**src/hw/rtl/jeoi_pkg.sv**
```systemverilog
// Shared types, constants and codes for the JPEG end-of-image and trailer finder.
package jeoi_pkg;

  localparam int POS_BITS_DEF = 32;
  // Room for a 15-digit decimal value.
  localparam int VAL_BITS     = 50;
  localparam int WIN_LEN      = 20;
  localparam int TAG_LEN      = 5;
  localparam int DIGIT_COUNT  = 15;
  localparam int TRAILER_SIZE = 60;
  localparam int MIN_VIDEO    = 20;
  localparam int MIN_FILE     = 4;
  localparam int DCNT_BITS    = $clog2(DIGIT_COUNT);

  localparam logic [7:0] BYTE_FF   = 8'hFF;
  localparam logic [7:0] BYTE_00   = 8'h00;
  localparam logic [7:0] MK_SOI    = 8'hD8;
  localparam logic [7:0] MK_EOI    = 8'hD9;
  localparam logic [7:0] MK_SOS    = 8'hDA;
  localparam logic [7:0] MK_RST0   = 8'hD0;
  localparam logic [7:0] MK_RST7   = 8'hD7;
  localparam logic [7:0] CH_ZERO   = 8'h30;
  localparam logic [7:0] CH_NINE   = 8'h39;
  localparam logic [7:0] CH_SPACE  = 8'h20;

  localparam logic [7:0] LIVE_TAG [TAG_LEN] = '{8'h4C, 8'h49, 8'h56, 8'h45, 8'h5F};

  typedef enum logic [3:0] {
    PH_START0,
    PH_START1,
    PH_EXPECT_FF,
    PH_FILL,
    PH_LEN_HI,
    PH_LEN_LO,
    PH_SKIP,
    PH_SOS_LEN_HI,
    PH_SOS_LEN_LO,
    PH_SOS_SKIP,
    PH_ENTROPY,
    PH_DONE,
    PH_BAD_START
  } phase_t;

  typedef enum logic [3:0] {
    J_IDLE,
    J_CHECK,
    J_EOI,
    J_DIGIT,
    J_VMIN,
    J_VMAX,
    J_START,
    J_VOFF,
    J_OVL,
    J_OUT
  } jstate_t;

  typedef enum logic [2:0] {
    ST_OK         = 3'd0,
    ST_BAD_START  = 3'd1,
    ST_NO_TRAILER = 3'd2,
    ST_BAD_LEN    = 3'd3,
    ST_BEFORE     = 3'd4,
    ST_OVERLAP    = 3'd5
  } status_t;

  typedef enum logic {
    ALU_SUB,
    ALU_MAC
  } alu_op_t;

  typedef struct packed {
    logic [7:0] data_byte;
    logic       end_of_file;
  } in_item_t;

  typedef struct packed {
    status_t     status;
    logic [31:0] eoi_offset;
    logic [31:0] clip_offset;
    logic [31:0] clip_length;
    logic [31:0] file_length;
  } out_item_t;

  function automatic logic is_rst(input logic [7:0] b);
    return (b >= MK_RST0) && (b <= MK_RST7);
  endfunction

endpackage

```
**src/hw/rtl/jpeg_eoi_and_tail_trailer_finder.sv**
```systemverilog
// Ordinary bytes are taken one per cycle while in_stall is low and give no result.
// The end-of-file byte starts the trailer check: out_valid rises once the check sequencer is done,
// which runs 15 digit steps plus up to 7 compare steps on one shared unit.
// Input is stalled from that byte until the result is taken; then the next file may start.
// Reset (rst_n low, synchronous) clears the walker and sequencer; the tail window is not reset.
module jpeg_eoi_and_tail_trailer_finder import jeoi_pkg::*; #(
  parameter int POS_BITS = POS_BITS_DEF
) (
  input  logic      clk,
  input  logic      rst_n,
  input  logic      in_valid,
  output logic      in_stall,
  input  in_item_t  in_data,
  output logic      out_valid,
  input  logic      out_stall,
  output out_item_t out_data
);

  logic                accept;
  logic                busy;
  logic                done;
  logic [POS_BITS-1:0] byte_count;
  logic [POS_BITS-1:0] eoi_pos;
  logic                start_bad;

  assign in_stall = busy;
  assign accept   = in_valid && !busy;

  jeoi_walker #(
    .POS_BITS (POS_BITS)
  ) u_walker (
    .clk        (clk),
    .rst_n      (rst_n),
    .accept     (accept),
    .data_byte  (in_data.data_byte),
    .clear      (done),
    .byte_count (byte_count),
    .eoi_pos    (eoi_pos),
    .start_bad  (start_bad)
  );

  jeoi_judge #(
    .POS_BITS (POS_BITS)
  ) u_judge (
    .clk         (clk),
    .rst_n       (rst_n),
    .accept      (accept),
    .data_byte   (in_data.data_byte),
    .end_of_file (in_data.end_of_file),
    .byte_count  (byte_count),
    .eoi_pos     (eoi_pos),
    .start_bad   (start_bad),
    .out_stall   (out_stall),
    .busy        (busy),
    .out_valid   (out_valid),
    .out_item    (out_data),
    .done        (done)
  );

endmodule

```
**src/hw/rtl/jeoi_walker.sv**
```systemverilog
// Byte-stream marker segment walker: byte count, scan phase and end-of-image position.
module jeoi_walker import jeoi_pkg::*; #(
  parameter int POS_BITS = POS_BITS_DEF
) (
  input  logic                clk,
  input  logic                rst_n,
  input  logic                accept,
  input  logic [7:0]          data_byte,
  input  logic                clear,
  output logic [POS_BITS-1:0] byte_count,
  output logic [POS_BITS-1:0] eoi_pos,
  output logic                start_bad
);

  phase_t              phase_r, phase_nxt;
  logic [POS_BITS-1:0] count_r, count_nxt;
  logic [POS_BITS-1:0] eoi_r, eoi_nxt;
  logic [15:0]         rem_r, rem_nxt;
  logic [7:0]          len_hi_r, len_hi_nxt;
  logic                saw_ff_r, saw_ff_nxt;
  logic [POS_BITS-1:0] count_inc;
  logic [15:0]         seg_len;
  logic [15:0]         rem_dec;

  always_ff @(posedge clk) begin
    if (!rst_n) begin
      phase_r  <= PH_START0;
      count_r  <= '0;
      eoi_r    <= '0;
      rem_r    <= '0;
      len_hi_r <= '0;
      saw_ff_r <= 1'b0;
    end else begin
      phase_r  <= phase_nxt;
      count_r  <= count_nxt;
      eoi_r    <= eoi_nxt;
      rem_r    <= rem_nxt;
      len_hi_r <= len_hi_nxt;
      saw_ff_r <= saw_ff_nxt;
    end
  end

  always_comb begin
    // saturate at all ones
    count_inc  = (count_r == '1) ? count_r : count_r + 1'b1;
    seg_len    = {len_hi_r, data_byte};
    rem_dec    = (rem_r != '0) ? rem_r - 16'd1 : rem_r;
    phase_nxt  = phase_r;
    count_nxt  = count_r;
    eoi_nxt    = eoi_r;
    rem_nxt    = rem_r;
    len_hi_nxt = len_hi_r;
    saw_ff_nxt = saw_ff_r;
    if (clear) begin
      phase_nxt  = PH_START0;
      count_nxt  = '0;
      eoi_nxt    = '0;
      rem_nxt    = '0;
      len_hi_nxt = '0;
      saw_ff_nxt = 1'b0;
    end else if (accept) begin
      count_nxt = count_inc;
      case (phase_r)
        PH_START0: begin
          phase_nxt = (data_byte == BYTE_FF) ? PH_START1 : PH_BAD_START;
        end
        PH_START1: begin
          phase_nxt = (data_byte == MK_SOI) ? PH_EXPECT_FF : PH_BAD_START;
        end
        PH_EXPECT_FF: begin
          phase_nxt = (data_byte == BYTE_FF) ? PH_FILL : PH_DONE;
        end
        PH_FILL: begin
          if (data_byte == BYTE_FF) begin
            phase_nxt = PH_FILL;
          end else if (data_byte == BYTE_00 || is_rst(data_byte)) begin
            phase_nxt = PH_DONE;
          end else if (data_byte == MK_EOI) begin
            eoi_nxt   = count_inc;
            phase_nxt = PH_DONE;
          end else if (data_byte == MK_SOS) begin
            phase_nxt = PH_SOS_LEN_HI;
          end else begin
            phase_nxt = PH_LEN_HI;
          end
        end
        PH_LEN_HI: begin
          len_hi_nxt = data_byte;
          phase_nxt  = PH_LEN_LO;
        end
        PH_SOS_LEN_HI: begin
          len_hi_nxt = data_byte;
          phase_nxt  = PH_SOS_LEN_LO;
        end
        PH_LEN_LO: begin
          if (seg_len < 16'd2) begin
            phase_nxt = PH_DONE;
          end else begin
            rem_nxt   = seg_len - 16'd2;
            phase_nxt = (seg_len == 16'd2) ? PH_EXPECT_FF : PH_SKIP;
          end
        end
        PH_SOS_LEN_LO: begin
          if (seg_len < 16'd2) begin
            phase_nxt = PH_DONE;
          end else begin
            rem_nxt   = seg_len - 16'd2;
            phase_nxt = (seg_len == 16'd2) ? PH_ENTROPY : PH_SOS_SKIP;
          end
        end
        PH_SKIP: begin
          rem_nxt = rem_dec;
          if (rem_dec == '0) phase_nxt = PH_EXPECT_FF;
        end
        PH_SOS_SKIP: begin
          rem_nxt = rem_dec;
          if (rem_dec == '0) phase_nxt = PH_ENTROPY;
        end
        PH_ENTROPY: begin
          if (saw_ff_r && data_byte == MK_EOI) begin
            eoi_nxt    = count_inc;
            phase_nxt  = PH_DONE;
            saw_ff_nxt = 1'b0;
          end else if (saw_ff_r && (data_byte == BYTE_00 || is_rst(data_byte))) begin
            // stuffed byte or restart marker: keep scanning
            saw_ff_nxt = 1'b0;
          end else begin
            saw_ff_nxt = (data_byte == BYTE_FF);
          end
        end
        default: begin
          phase_nxt = phase_r;
        end
      endcase
    end
  end

  assign byte_count = count_r;
  assign eoi_pos    = eoi_r;
  assign start_bad  = (phase_r == PH_START0) || (phase_r == PH_START1) ||
                      (phase_r == PH_BAD_START);

endmodule

```
**src/hw/rtl/jeoi_alu.sv**
```systemverilog
// Shared arithmetic unit: subtract with borrow, or decimal multiply-accumulate.
module jeoi_alu import jeoi_pkg::*; (
  input  alu_op_t             op,
  input  logic [VAL_BITS-1:0] a,
  input  logic [VAL_BITS-1:0] b,
  input  logic [3:0]          digit,
  output logic [VAL_BITS-1:0] res,
  output logic                borrow
);

  logic [VAL_BITS:0] diff;

  always_comb begin
    diff   = {1'b0, a} - {1'b0, b};
    res    = diff[VAL_BITS-1:0];
    borrow = diff[VAL_BITS];
    case (op)
      ALU_MAC: begin
        // a * 10 + digit
        res    = (a << 3) + (a << 1) + VAL_BITS'(digit);
        borrow = 1'b0;
      end
      ALU_SUB: begin
        res    = diff[VAL_BITS-1:0];
        borrow = diff[VAL_BITS];
      end
      default: begin
        res    = diff[VAL_BITS-1:0];
        borrow = diff[VAL_BITS];
      end
    endcase
  end

endmodule

```
**src/hw/rtl/jeoi_judge.sv**
```systemverilog
// Tail window and trailer check sequencer driving the shared arithmetic unit.
module jeoi_judge import jeoi_pkg::*; #(
  parameter int POS_BITS = POS_BITS_DEF
) (
  input  logic                clk,
  input  logic                rst_n,
  input  logic                accept,
  input  logic [7:0]          data_byte,
  input  logic                end_of_file,
  input  logic [POS_BITS-1:0] byte_count,
  input  logic [POS_BITS-1:0] eoi_pos,
  input  logic                start_bad,
  input  logic                out_stall,
  output logic                busy,
  output logic                out_valid,
  output out_item_t           out_item,
  output logic                done
);

  localparam int EXT_BITS = (POS_BITS >= 32) ? POS_BITS : 32;

  jstate_t              state_r, state_nxt;
  logic [7:0]           win_r [WIN_LEN];
  logic [DCNT_BITS-1:0] cnt_r, cnt_nxt;
  logic [VAL_BITS-1:0]  val_r, val_nxt;
  logic [VAL_BITS-1:0]  vl_r, vl_nxt;
  logic [VAL_BITS-1:0]  start_r, start_nxt;
  logic [VAL_BITS-1:0]  off_r, off_nxt;
  logic                 in_dig_r, in_dig_nxt;
  logic                 any_dig_r, any_dig_nxt;
  logic                 pad_bad_r, pad_bad_nxt;
  status_t              status_r, status_nxt;

  alu_op_t              alu_op;
  logic [VAL_BITS-1:0]  alu_a, alu_b, alu_res;
  logic [3:0]           alu_digit;
  logic                 alu_borrow;

  logic [VAL_BITS-1:0]  len_ext, eoi_ext;
  logic [EXT_BITS-1:0]  len_w, eoi_w;
  logic [7:0]           cur_ch;
  logic                 cur_is_digit;
  logic                 tag_ok;
  logic                 shift_win;

  jeoi_alu u_alu (
    .op     (alu_op),
    .a      (alu_a),
    .b      (alu_b),
    .digit  (alu_digit),
    .res    (alu_res),
    .borrow (alu_borrow)
  );

  assign len_ext      = VAL_BITS'(byte_count);
  assign eoi_ext      = VAL_BITS'(eoi_pos);
  assign len_w        = EXT_BITS'(byte_count);
  assign eoi_w        = EXT_BITS'(eoi_pos);
  assign cur_ch       = win_r[TAG_LEN];
  assign cur_is_digit = (cur_ch >= CH_ZERO) && (cur_ch <= CH_NINE);
  assign shift_win    = (state_r == J_DIGIT);

  always_comb begin
    tag_ok = 1'b1;
    for (int i = 0; i < TAG_LEN; i++) begin
      if (win_r[i] != LIVE_TAG[i]) tag_ok = 1'b0;
    end
  end

  // Stream bytes enter at the top; during the digit pass the window advances toward index 0.
  always_ff @(posedge clk) begin
    if (accept) begin
      for (int i = 0; i < WIN_LEN - 1; i++) win_r[i] <= win_r[i+1];
      win_r[WIN_LEN-1] <= data_byte;
    end else if (shift_win) begin
      for (int i = 0; i < WIN_LEN - 1; i++) win_r[i] <= win_r[i+1];
    end
  end

  always_ff @(posedge clk) begin
    if (!rst_n) begin
      state_r <= J_IDLE;
    end else begin
      state_r <= state_nxt;
    end
  end

  always_ff @(posedge clk) begin
    cnt_r     <= cnt_nxt;
    val_r     <= val_nxt;
    vl_r      <= vl_nxt;
    start_r   <= start_nxt;
    off_r     <= off_nxt;
    in_dig_r  <= in_dig_nxt;
    any_dig_r <= any_dig_nxt;
    pad_bad_r <= pad_bad_nxt;
    status_r  <= status_nxt;
  end

  always_comb begin
    state_nxt   = state_r;
    cnt_nxt     = cnt_r;
    val_nxt     = val_r;
    vl_nxt      = vl_r;
    start_nxt   = start_r;
    off_nxt     = off_r;
    in_dig_nxt  = in_dig_r;
    any_dig_nxt = any_dig_r;
    pad_bad_nxt = pad_bad_r;
    status_nxt  = status_r;
    alu_op      = ALU_SUB;
    alu_a       = val_r;
    alu_b       = '0;
    alu_digit   = cur_ch[3:0];
    done        = 1'b0;
    case (state_r)
      J_IDLE: begin
        if (accept && end_of_file) state_nxt = J_CHECK;
      end
      J_CHECK: begin
        cnt_nxt     = '0;
        val_nxt     = '0;
        in_dig_nxt  = 1'b1;
        any_dig_nxt = 1'b0;
        pad_bad_nxt = 1'b0;
        if (start_bad || byte_count < POS_BITS'(MIN_FILE)) begin
          status_nxt = ST_BAD_START;
          state_nxt  = J_OUT;
        end else if (eoi_pos == '0 || byte_count < POS_BITS'(TRAILER_SIZE) || !tag_ok) begin
          status_nxt = ST_NO_TRAILER;
          state_nxt  = J_OUT;
        end else begin
          state_nxt = J_EOI;
        end
      end
      J_EOI: begin
        // marker must not sit on the last byte
        alu_a = eoi_ext;
        alu_b = len_ext;
        if (!alu_borrow) begin
          status_nxt = ST_NO_TRAILER;
          state_nxt  = J_OUT;
        end else begin
          state_nxt = J_DIGIT;
        end
      end
      J_DIGIT: begin
        alu_op = ALU_MAC;
        alu_a  = val_r;
        if (in_dig_r && cur_is_digit) begin
          val_nxt     = alu_res;
          any_dig_nxt = 1'b1;
        end else begin
          in_dig_nxt = 1'b0;
          if (cur_ch != CH_SPACE && cur_ch != BYTE_00) pad_bad_nxt = 1'b1;
        end
        cnt_nxt = cnt_r + 1'b1;
        if (cnt_r == DCNT_BITS'(DIGIT_COUNT - 1)) state_nxt = J_VMIN;
      end
      J_VMIN: begin
        alu_a = val_r;
        alu_b = VAL_BITS'(MIN_VIDEO);
        vl_nxt = alu_res;
        if (!any_dig_r || pad_bad_r || alu_borrow || alu_res == '0) begin
          status_nxt = ST_BAD_LEN;
          state_nxt  = J_OUT;
        end else begin
          state_nxt = J_VMAX;
        end
      end
      J_VMAX: begin
        alu_a = len_ext;
        alu_b = val_r;
        if (alu_borrow) begin
          status_nxt = ST_BAD_LEN;
          state_nxt  = J_OUT;
        end else begin
          state_nxt = J_START;
        end
      end
      J_START: begin
        alu_a     = len_ext;
        alu_b     = VAL_BITS'(TRAILER_SIZE);
        start_nxt = alu_res;
        state_nxt = J_VOFF;
      end
      J_VOFF: begin
        alu_a   = start_r;
        alu_b   = vl_r;
        off_nxt = alu_res;
        if (alu_borrow) begin
          status_nxt = ST_BEFORE;
          state_nxt  = J_OUT;
        end else begin
          state_nxt = J_OVL;
        end
      end
      J_OVL: begin
        alu_a      = off_r;
        alu_b      = eoi_ext;
        status_nxt = alu_borrow ? ST_OVERLAP : ST_OK;
        state_nxt  = J_OUT;
      end
      J_OUT: begin
        if (!out_stall) begin
          done      = 1'b1;
          state_nxt = J_IDLE;
        end
      end
      default: begin
        state_nxt = J_IDLE;
      end
    endcase
  end

  assign busy      = (state_r != J_IDLE);
  assign out_valid = (state_r == J_OUT);

  always_comb begin
    out_item.status      = status_r;
    out_item.eoi_offset  = (status_r == ST_BAD_START) ? 32'd0 : eoi_w[31:0];
    out_item.clip_offset = (status_r == ST_OK) ? off_r[31:0] : 32'd0;
    out_item.clip_length = (status_r == ST_OK) ? vl_r[31:0] : 32'd0;
    out_item.file_length = len_w[31:0];
  end

endmodule
```
**config.mk**
```make
export PLATFORM = sky130hd
export DESIGN_NAME = jpeg_eoi_and_tail_trailer_finder
export DESIGN_NICKNAME = d
export VERILOG_FILES = /design/src/hw/rtl/jeoi_pkg.sv /design/src/hw/rtl/jpeg_eoi_and_tail_trailer_finder.sv /design/src/hw/rtl/jeoi_walker.sv /design/src/hw/rtl/jeoi_alu.sv /design/src/hw/rtl/jeoi_judge.sv
export SDC_FILE = /design/constraint.sdc
export NUM_CORES = 1
export LEC_CHECK = 0
export BUFFER_PORTS_ARGS = -buffer_cell sky130_fd_sc_hd__clkbuf_2
export CAP_MARGIN = 15
export CELL_PAD_IN_SITES_DETAIL_PLACEMENT = 1
export CELL_PAD_IN_SITES_GLOBAL_PLACEMENT = 2
export CORE_MARGIN = 3
export CORE_UTILIZATION = 25
export CTS_BUF_LIST = sky130_fd_sc_hd__clkbuf_8 sky130_fd_sc_hd__clkbuf_16
export DETAILED_ROUTE_END_ITERATION = 10
export PLACE_DENSITY_LB_ADDON = 0.25
export SLEW_MARGIN = 20
export SYNTH_ARGS = -nofsm -noshare
export SYNTH_HDL_FRONTEND = slang
export SYNTH_SLANG_ARGS = --single-unit
```
**constraint.sdc**
```tcl
create_clock -name clk -period 7.83 [get_ports clk]
set_input_delay 1.566 -clock clk [delete_from_list [all_inputs] [get_ports clk]]
set_output_delay 1.566 -clock clk [all_outputs]
set_load 0.005 [all_outputs]
```
# == Word-level counts from Yosys, hierarchy flattened ==
# Memories as Yosys holds them, arrays and structs flattened.
# Cells that the tools add are included.
# totals
reg_bits,307
ram_bits,160
out_inout_bits,133
elab_cells,246
mem_count,1
# mem_list
name,depth,word_bits,rd,rd_clocked_by_memory_dff,write_ports,line,text
u_judge.win_r,20,8,20,0,20,jeoi_judge.sv:23,logic [7:0] win_r [WIN_LEN];
# classes
n_addsub,7
n_lt_le_gt_ge,7
n_eq_ne,52
n_mux,92
bitwise,21
reduce_logical,50
# ops
cell,count
$pmux W50 S6,1
$mux W32,8
$pmux W50 S2,2
$pmux W50 S4,1
$mux W8,19
$mux W4,19
$pmux W32 S2,1
$sub A50 B50 Y51,1
$add A50 B4 Y50,1
$add A50 B50 Y50,1
$logic_not A50 Y1,1
$mux W50,1
$pmux W4 S11,1
$ne A8 B7 Y1 const B,5
$pmux W4 S10,1
$add A32 B1 Y32 const B,1
$eq A32 B32 Y1 const B,1
$eq A4 B3 Y1 const B,8
$eq A8 B8 Y1 const B,4
$logic_not A32 Y1,1
$lt A32 B3 Y1 const B,1
$lt A32 B6 Y1 const B,1
$mux W16,2
$pmux W16 S2,1
43 further kinds,146

# == Logic depth before layout (Yosys ltp) ==
# Gate-level depths: netlist (run 1).
# An unclocked memory read counts as a cell.
# depth
word_depth,12
ltp_mapped,25

# == Modules after synthesis ==
# From an unflattened synthesis (run 1), not the netlist that was laid out.
# hier_totals
cells_unflattened,2715
area_unflattened_um2,27507.6
# modules_own_cells
module,n_inst,cells_per_inst,area_each_um2,seq_area_each_um2
jeoi_judge,1,1057,15417.3,11190.7
jeoi_alu,1,965,6666.4,0.0
jeoi_walker,1,692,5410.2,1861.8
jpeg_eoi_and_tail_trailer_finder,1,1,13.8,0.0

# == Worst setup path after synthesis (run 1) ==
# Ideal clock, no wire load.
# synth_timing
kind,reg-to-reg
startpoint,register u_judge.state_r[2]
endpoint,register u_judge.status_r[0] (enable)
setup_time_ps,327
arrival_ps,6524
t_required_ps,7503
slack_ps,978
path_stages_with_launch,22
path_buffers,4
period_less_slack_ps,6852
path_cell_list,dfxtp_1 inv_1 nor2_1 and3_1 clkbuf_1 clkbuf_1 clkbuf_1 a22oi_1 ha_1 clkbuf_1 a21oi_1 o21ai_0 a2111oi_0 or3_1 o31ai_1 o21ai_1 xnor2_1 mux2_2 a2111oi_0 or4b_1 or4_4 a21oi_1
# synth_via
elab_chain_cells,10
# synth_rtl
element,line,text
from (decl),jeoi_judge.sv:22,"jstate_t state_r, state_nxt;"
from (signal assigned),jeoi_judge.sv:84,state_r <= state_nxt;
$eq A4 B3 Y1,jeoi_judge.sv:116,case (state_r)
$reduce_or A2 Y1 (no source line),-,
$pmux W50 S4,jeoi_judge.sv:116,
$add A50 B50 Y50,jeoi_alu.sv:20,res = (a << 3) + (a << 1) + VAL_BITS'(digit);
$add A50 B4 Y50,jeoi_alu.sv:20,
$pmux W50 S2 *,jeoi_alu.sv:17,case (op)
net u_judge.alu_res[43],jeoi_judge.sv:35,"logic [VAL_BITS-1:0] alu_a, alu_b, alu_res;"
$logic_not A50 Y1 *,jeoi_judge.sv:164,if (!any_dig_r || pad_bad_r || alu_borrow || alu_res == '0) begin
$logic_or A1 B1 Y1 *,jeoi_judge.sv:164,
$ne A2 B1 Y1 (no source line) *,-,
$reduce_and A6 Y1 (no source line) *,-,
to (signal assigned),jeoi_judge.sv:97,status_r <= status_nxt;
to (decl),jeoi_judge.sv:32,"status_t status_r, status_nxt;"
# Mark *: on every way through the listed nets, which the timed path passes. The rest lies on a longest branch.
# A chain may end at the register's enable or synchronous reset.

# == Worst setup path in the final report (run 1) ==
# layout_timing
startpoint,register u_judge.state_r[3]
endpoint,register u_judge.status_r[2] (enable)
# The elaborated chain is that of the path after synthesis.

==> results of run 1 <==
placed cells by master (no fill, tap or decap), types with 16 or more instances in the layout:
cell type	instances
nand2b_1	20
clkbuf_16	53
a211oi_1	44
ha_1	151
buf_4	43
nand3_1	95
a221oi_1	33
o21ai_0	99
a21o_1	66
a22oi_1	26
xor2_1	73
or3_1	28
a31oi_1	16
nand2_1	224
a22o_1	29
nor2b_1	41
nor3_1	55
a21oi_1	163
a222oi_1	51
nor4_1	28
inv_1	76
edfxtp_1	370
nor2_1	218
mux2i_1	20
and2_1	92
xnor2_1	68
o21bai_1	21
nand4_1	46
dfxtp_1	97
clkbuf_2	145
and3_1	22
power breakdown:
part	total, W	internal, W	leakage, nW	switching, W
Sequential	0.00318	0.00305	4.23	0.000126
Clock	0.00261	0.00154	0.917	0.00107
Combinational	0.00342	0.00111	6.29	0.00231
registers in the layout, indices dropped and copies added (netlist names):
name                 flops
u_judge.pad_bad_r        1
u_walker.len_hi_r        8
u_judge.state_r          4
u_walker.saw_ff_r        1
u_judge.start_r         50
u_judge.cnt_r            4
u_judge.win_r          160
u_judge.status_r         3
u_judge.any_dig_r        1
u_judge.vl_r            50
u_walker.byte_count     32
u_judge.in_dig_r         1
u_judge.val_r           50
u_judge.off_r           50
u_walker.phase_r         4
u_walker.rem_r          16
u_walker.eoi_pos        32
per-layer routing:
layer | routed length, µm | track usage, % | vias to the layer above
met4 | 2859 | 5.047 | 0
met5 | 0 | 0 | -
li1 | - | - | 10240
met3 | 4801 | 2.843 | 113
met2 | 46510 | 28.66 | 518
met1 | 47060 | 24.04 | 11180
logic make-up (layout without fill, tap and decap cells):
kind of cell | Yosys count | in the layout | share of synthesized area [%]
DFF | 467 | 467 | 48.39
and+or+nand+nor | 931 | 931 | 17.16
xor gates and xnor gates | 141 | 141 | 4.578
other | 0 | 1 | 0
adders and majority gates | 154 | 154 | 7.226
muxes | 22 | 22 | 0.8256
AOI/OAI and AO/OA | 708 | 708 | 18.44
buffers and inverters | 239 | 358 | 3.391
worst register-to-register path: stages, from the launching register on:
cell and delay [ps]:
dfxtp_1 770, nor2_1 150, and3_4 370, buf_4 280, a222oi_1 370, nand3_1 250
ha_1 360, ha_1 380, a21oi_1 300, o221ai_1 270, a31oi_2 440, nand3_1 130
a21oi_1 190, mux2i_1 370, o31ai_1 220, or4_1 520, a2111oi_0 370, or4b_1 470
or4_4 470, a21oi_1 280
stage by stage:
step / area [µm²] / total power [W] / setup slack, ps / util (%) / instances
global placement: 29290 / 0.006596 / 533.2 / 27.59 / 4075
floorplan: 26980 / 0.005492 / 978.1 / - / 2662
CTS: 31150 / 0.009292 / 307.1 / 29.34 / 4172
detailed placement: 29320 / 0.006614 / 372.7 / 27.62 / 4076
global route: 31170 / 0.009746 / 37.86 / 29.36 / 4172
finish: 31170 / 0.009214 / 521.9 / 29.37 / 4173
how the worst max path moves through the flow:
stage,from,end,slack [ps],cells past startpoint
finish,u_judge.state_r[3]$_SDFFE_PN0P_,u_judge.status_r[2]$_DFFE_PP_,520,19
global route,u_judge.state_r[3]$_SDFFE_PN0P_,u_judge.status_r[0]$_DFFE_PP_,40,19
CTS,u_judge.state_r[3]$_SDFFE_PN0P_,u_judge.status_r[2]$_DFFE_PP_,310,19
detailed placement,u_judge.state_r[3]$_SDFFE_PN0P_,u_judge.status_r[2]$_DFFE_PP_,370,19
global placement,u_judge.state_r[1]$_SDFFE_PN0P_,u_judge.status_r[1]$_DFFE_PP_,530,21
floorplan,u_judge.state_r[2]$_SDFFE_PN0P_,u_judge.status_r[0]$_DFFE_PP_,980,21
layout make-up:
type / count / area, µm²
inverter: 70 / 262.8
tap: 1391 / 1740
fill: 11960 / 74990
clock inverter: 42 / 489.2
clock buffer: 54 / 1340
sequential: 467 / 13050
antenna: 1 / 2.502
timing repair buffer: 192 / 1124
multi-input combinational: 1956 / 13160
what timing repair did:
item	CTS	global route
hold buffers	0	0
gates resized for setup	0	3
endpoints found under the setup margin	0	3
==> flow_summary.toml, run 1 <==
[run_status]
status = "complete, no violations"

[setup_path]
endpoint_kind = "register"
cpMostUsedCell = "a21oi_1"
path_class = "register to register"
required_ps = 8130
slowest_delay_ps = 770
crit_family = "compound AO/OA/AOI/OAI gates"
cp_slowest_cell = "dfxtp_1"
worst_ep_arrival_time_ps = 7610
r2r-end = "u_judge.status_r[2]$_DFFE_PP_"
rr_startpoint = "u_judge.state_r[3]$_SDFFE_PN0P_"
cp_max_fo = 33
ff2ff_path_depth = 19
start_kind = "register"
crit_chain = "nor2_1, and3_4, buf_4, a222oi_1, nand3_1, ha_1, ha_1, a21oi_1, o221ai_1, a31oi_2, nand3_1, a21oi_1, mux2i_1, o31ai_1, or4_1, a2111oi_0, or4b_1, or4_4, a21oi_1"
r2r_slack_ps = 520
cp_num_buf_inv = 1

[sta]
setup_violations = 0
skew_ps = 39.87
rsz0062_at_grt = "false"
slew_viol_final = 0
worst_pin_slew_ps = 1107
fin_crit_ps = 7308
relSlewSlack_pct = 25.49
hold_viol_final = 0
fmax_ghz = 0.1368
min_period_over_period_pct = 93.33
hold_ws_ps = 416.3
finalSetupTns_ps = 0

[power]
power.density_mw_per_mm2 = 295.6
ir_drop_mv = 0.1630
leakage_nw = 11.43

[grt]
antenna_found_initial = 2
grt_max_degree = 83
first_global_vias = 22910
grt_pass1_wl_um = 150700
gr-total-overflow = 0
grt_use_total_pct = 17.58

[placement]
dp_hpwl_um = 76330
gp_routability_congestion = 0.8622
port_buffers = 145

[yosys]
synth_cells = 2662
ys_seq_area_share_pct = 48.39
synth-edff-count = 370
ys_top_cells_by_area = "edfxtp_1 (41%), dfxtp_1 (7.2%), ha_1 (7.0%), nand2_1 (3.1%), a21oi_1 (3.1%)"
synth_cell_types = 82
syn_area_mm2 = 0.02698
yosysWarnings = 0
synth.avg_cell_area_um2 = 10.13
synth_commonest_cells = "edfxtp_1 (370), nand2_1 (225), nor2_1 (220)"
syn_nets = 2829
yosys.area.top_type = "edfxtp_1"
synthFlopType = "edfxtp_1"
yosys.area.top_type_share_pct = 41.19
ys_ff_latch = 467
synth_most_common_cell = "edfxtp_1"
async_reset_ff_share_pct = 0

[detailed_routing]
via_per_inst = 5.284
drtPass1Iterations = 9
ant_nets = 0
via_count = 22050
wire_per_inst_um = 24.26
drc = 0
drt_iter0_drc = 1863
routed_wl_um = 101200

[floorplanning]
die_h_um = 334.5
core_area_mm2 = 0.1062
rows = 119
start_util_pct = 25.41
die-area_mm2 = 0.1119
pin_count = 146
die_x_um = 334.5

[min_path]
hold_end = "u_judge.win_r[18][4]$_DFFE_PP_"
worstHoldStart = "u_judge.win_r[19][4]$_DFFE_PP_"
whs_path_depth = 0
hp-class = "register to register"

[cts]
cts_sinks = 467
htreeDepth = 2
cts_buffer_depth = 3
clk_pin_slew_ps = 70
cts_buffers = 52
clkLatencyLatePin_ps = 640
cts_tree = "built"
postCtsSetupRepairBufs = 0
clockRootBuffer = "clkbuf_16"

[finish]
final_nets = 2906
syn2layout_area_growth_pct = 15.57
drive_gt1_share_pct = 11.83

[job]
max_cap_viol_count = 0
(Power assumes the default switching activity.)
==> inputs of run 2 (changes only) <==
CORE_MARGIN = 4   (was 3)
CTS_BUF_LIST = unset   (was sky130_fd_sc_hd__clkbuf_8 sky130_fd_sc_hd__clkbuf_16)
SLEW_MARGIN = unset   (was 20)
==> run 2 against run 1 <==
Net effect: via count fell by 0.20%; final area barely moved; sequential cell count did not move; die area rose by 1.2%; global-route usage fell by 0.35 points; power rose by 0.18%; register-to-register slack got worse by 90 ps; critical path type unchanged.
==> flow_summary.toml, run 2 (synthesized netlist as in run 1, its figures left out) <==
[finish]
drive_gt1_share_pct = 12.17
multi_input_area_mm2 = 0.01313
final_nets = 2907
ff_latch_area_mm2 = 0.01306
largest_reg_flops = 160
fillers = 12100
syn2layout_area_growth_pct = 15.54
final_common_cell = "edfxtp_1"
final_area_mm2 = 0.03117
top_register = "u_judge.win_r"
layout_common_cells = "edfxtp_1 (370), nand2_1 (224), nor2_1 (219)"

[cts]
htreeDepth = 2
cts_tree = "built"
cts_buffer_depth = 3
postCtsSetupRepairBufs = 0
cts_buffers = 53
cts_sinks = 467
hold_buffers = 0
clockRootBuffer = "clkbuf_16"
clk_pin_slew_ps = 70
clkLatencyLatePin_ps = 650

[job]
max_cap_viol_count = 0

[setup_path]
start_kind = "register"
crit_chain = "nand2b_1, nor3_2, buf_12, a222oi_1, nand3_1, ha_1, ha_1, a21oi_1, o221ai_1, a31oi_1, nand3_1, a21oi_1, mux2i_1, o31ai_1, or4_1, a2111oi_1, buf_4, or4b_1, or4_4, a21oi_1"
cpMostUsedCell = "a21oi_1"
r2r-end = "u_judge.status_r[1]$_DFFE_PP_"
cp.depth = 20
cp_max_fo = 61
worst_ep_arrival_time_ps = 7700
r2r_slack_ps = 430
crit_family = "simple AND/OR/NAND/NOR gates"
required_ps = 8130
cp_slowest_cell = "a2111oi_1"
rr_startpoint = "u_judge.state_r[1]$_SDFFE_PN0P_"
endpoint_kind = "register"
path_class = "register to register"
ff2ff_path_depth = 20
slowest_delay_ps = 610
cp_num_buf_inv = 2

[power]
leakage_nw = 11.39
ir_drop_mv = 0.1651
power.density_mw_per_mm2 = 296.1

[grt]
antenna_found_initial = 1
grt_max_degree = 90
grt_use_total_pct = 17.23
gr-total-overflow = 0
grt_pass1_wl_um = 149500
first_global_vias = 22910

[detailed_routing]
drtPass1Iterations = 6
drt_iter0_drc = 1594
via_per_inst = 5.252
drc = 0
routed_wl_um = 99700
wire_per_inst_um = 23.79
ant_nets = 0
via_count = 22010

[min_path]
worstHoldStart = "u_judge.win_r[10][5]$_DFFE_PP_"
whs_path_depth = 0
hold_end = "u_judge.win_r[9][5]$_DFFE_PP_"
hp-class = "register to register"

[sta]
finalSetupTns_ps = 0
fin_crit_ps = 7401
hold_viol_final = 0
min_period_over_period_pct = 94.52
slew_viol_final = 0
rsz0062_at_grt = "false"
worst_pin_slew_ps = 1106
setup_violations = 0
fmax_ghz = 0.1351
hold_ws_ps = 415.0
skew_ps = 30.68
finalWorstSetupSlack_ps = 429.2
relSlewSlack_pct = 26.29

[floorplanning]
die-area_mm2 = 0.1132
die_x_um = 336.5
core_area_mm2 = 0.1071
pin_count = 146
die_h_um = 336.5
start_util_pct = 25.20
rows = 120

[placement]
port_buffers = 145
post-place-ws_ps = 48.28
gp_routability_congestion = 0.8688
place_area_mm2 = 0.02930
dp_hpwl_um = 74920

[run_status]
status = "complete, no violations"
-- run 2: cell count changes in the layout (fill, tap and decap cells not counted), sizes merged --
cell,previous run,this run
inv,80,74
clkinvlp,3,9
diode,1,2
clkinv,20,19
clkbuf,199,207
bufinv,9,6
-- run 2: routing by layer --
layer	vias to the layer above	track usage, %	part of all wire (%)
met2	492	28.01	46
met1	11170	23.93	47
li1	10230	-	-
met3	117	2.529	4.1
met4	0	4.779	2.7
met5	-	0	0
-- run 2: how the worst max path moves through the flow --
stage | slack (ps) | endpoint | start
final | 430 | u_judge.status_r[1]$_DFFE_PP_ | u_judge.state_r[1]$_SDFFE_PN0P_
after global routing | 90 | u_judge.status_r[1]$_DFFE_PP_ | u_judge.state_r[1]$_SDFFE_PN0P_
after CTS | 50 | u_judge.status_r[1]$_DFFE_PP_ | u_judge.state_r[1]$_SDFFE_PN0P_
after detailed placement | 50 | u_judge.status_r[2]$_DFFE_PP_ | u_judge.state_r[1]$_SDFFE_PN0P_
after global placement | 290 | u_judge.status_r[1]$_DFFE_PP_ | u_judge.state_r[2]$_SDFFE_PN0P_
after floorplan | 980 | u_judge.status_r[0]$_DFFE_PP_ | u_judge.state_r[2]$_SDFFE_PN0P_
-- run 2: power by group --
group	leakage [nW]	switching [W]	total [W]	internal (W)
clock	0.877	0.00113	0.00263	0.00151
combinational	6.28	0.00230	0.00342	0.00112
sequential	4.23	0.000122	0.00318	0.00305
-- run 2: stage by stage --
step | power, W | util (%) | instances
after floorplan | 0.005492 | - | 2662
after global placement | 0.006591 | 27.37 | 4086
after detailed placement | 0.006622 | 27.37 | 4086
after CTS | 0.009318 | 29.09 | 4186
after global routing | 0.009794 | 29.11 | 4188
final | 0.009230 | 29.12 | 4190
-- run 2: what timing repair did --
item / CTS / global route
resized for setup: 0 / 4
setup endpoints to repair: 0 / 5
endpoints found under the hold margin: 0 / 0
-- run 2: cell type report --
type | instances | area share, %
inverters | 70 | 0.8430
multi-input cells | 1956 | 42.13
diodes | 2 | 0.01606
flip-flops and latches | 467 | 41.89
clock buffers | 62 | 4.528
well taps | 1403 | 5.632
clock inverters | 38 | 1.381
repair buffers | 192 | 3.581
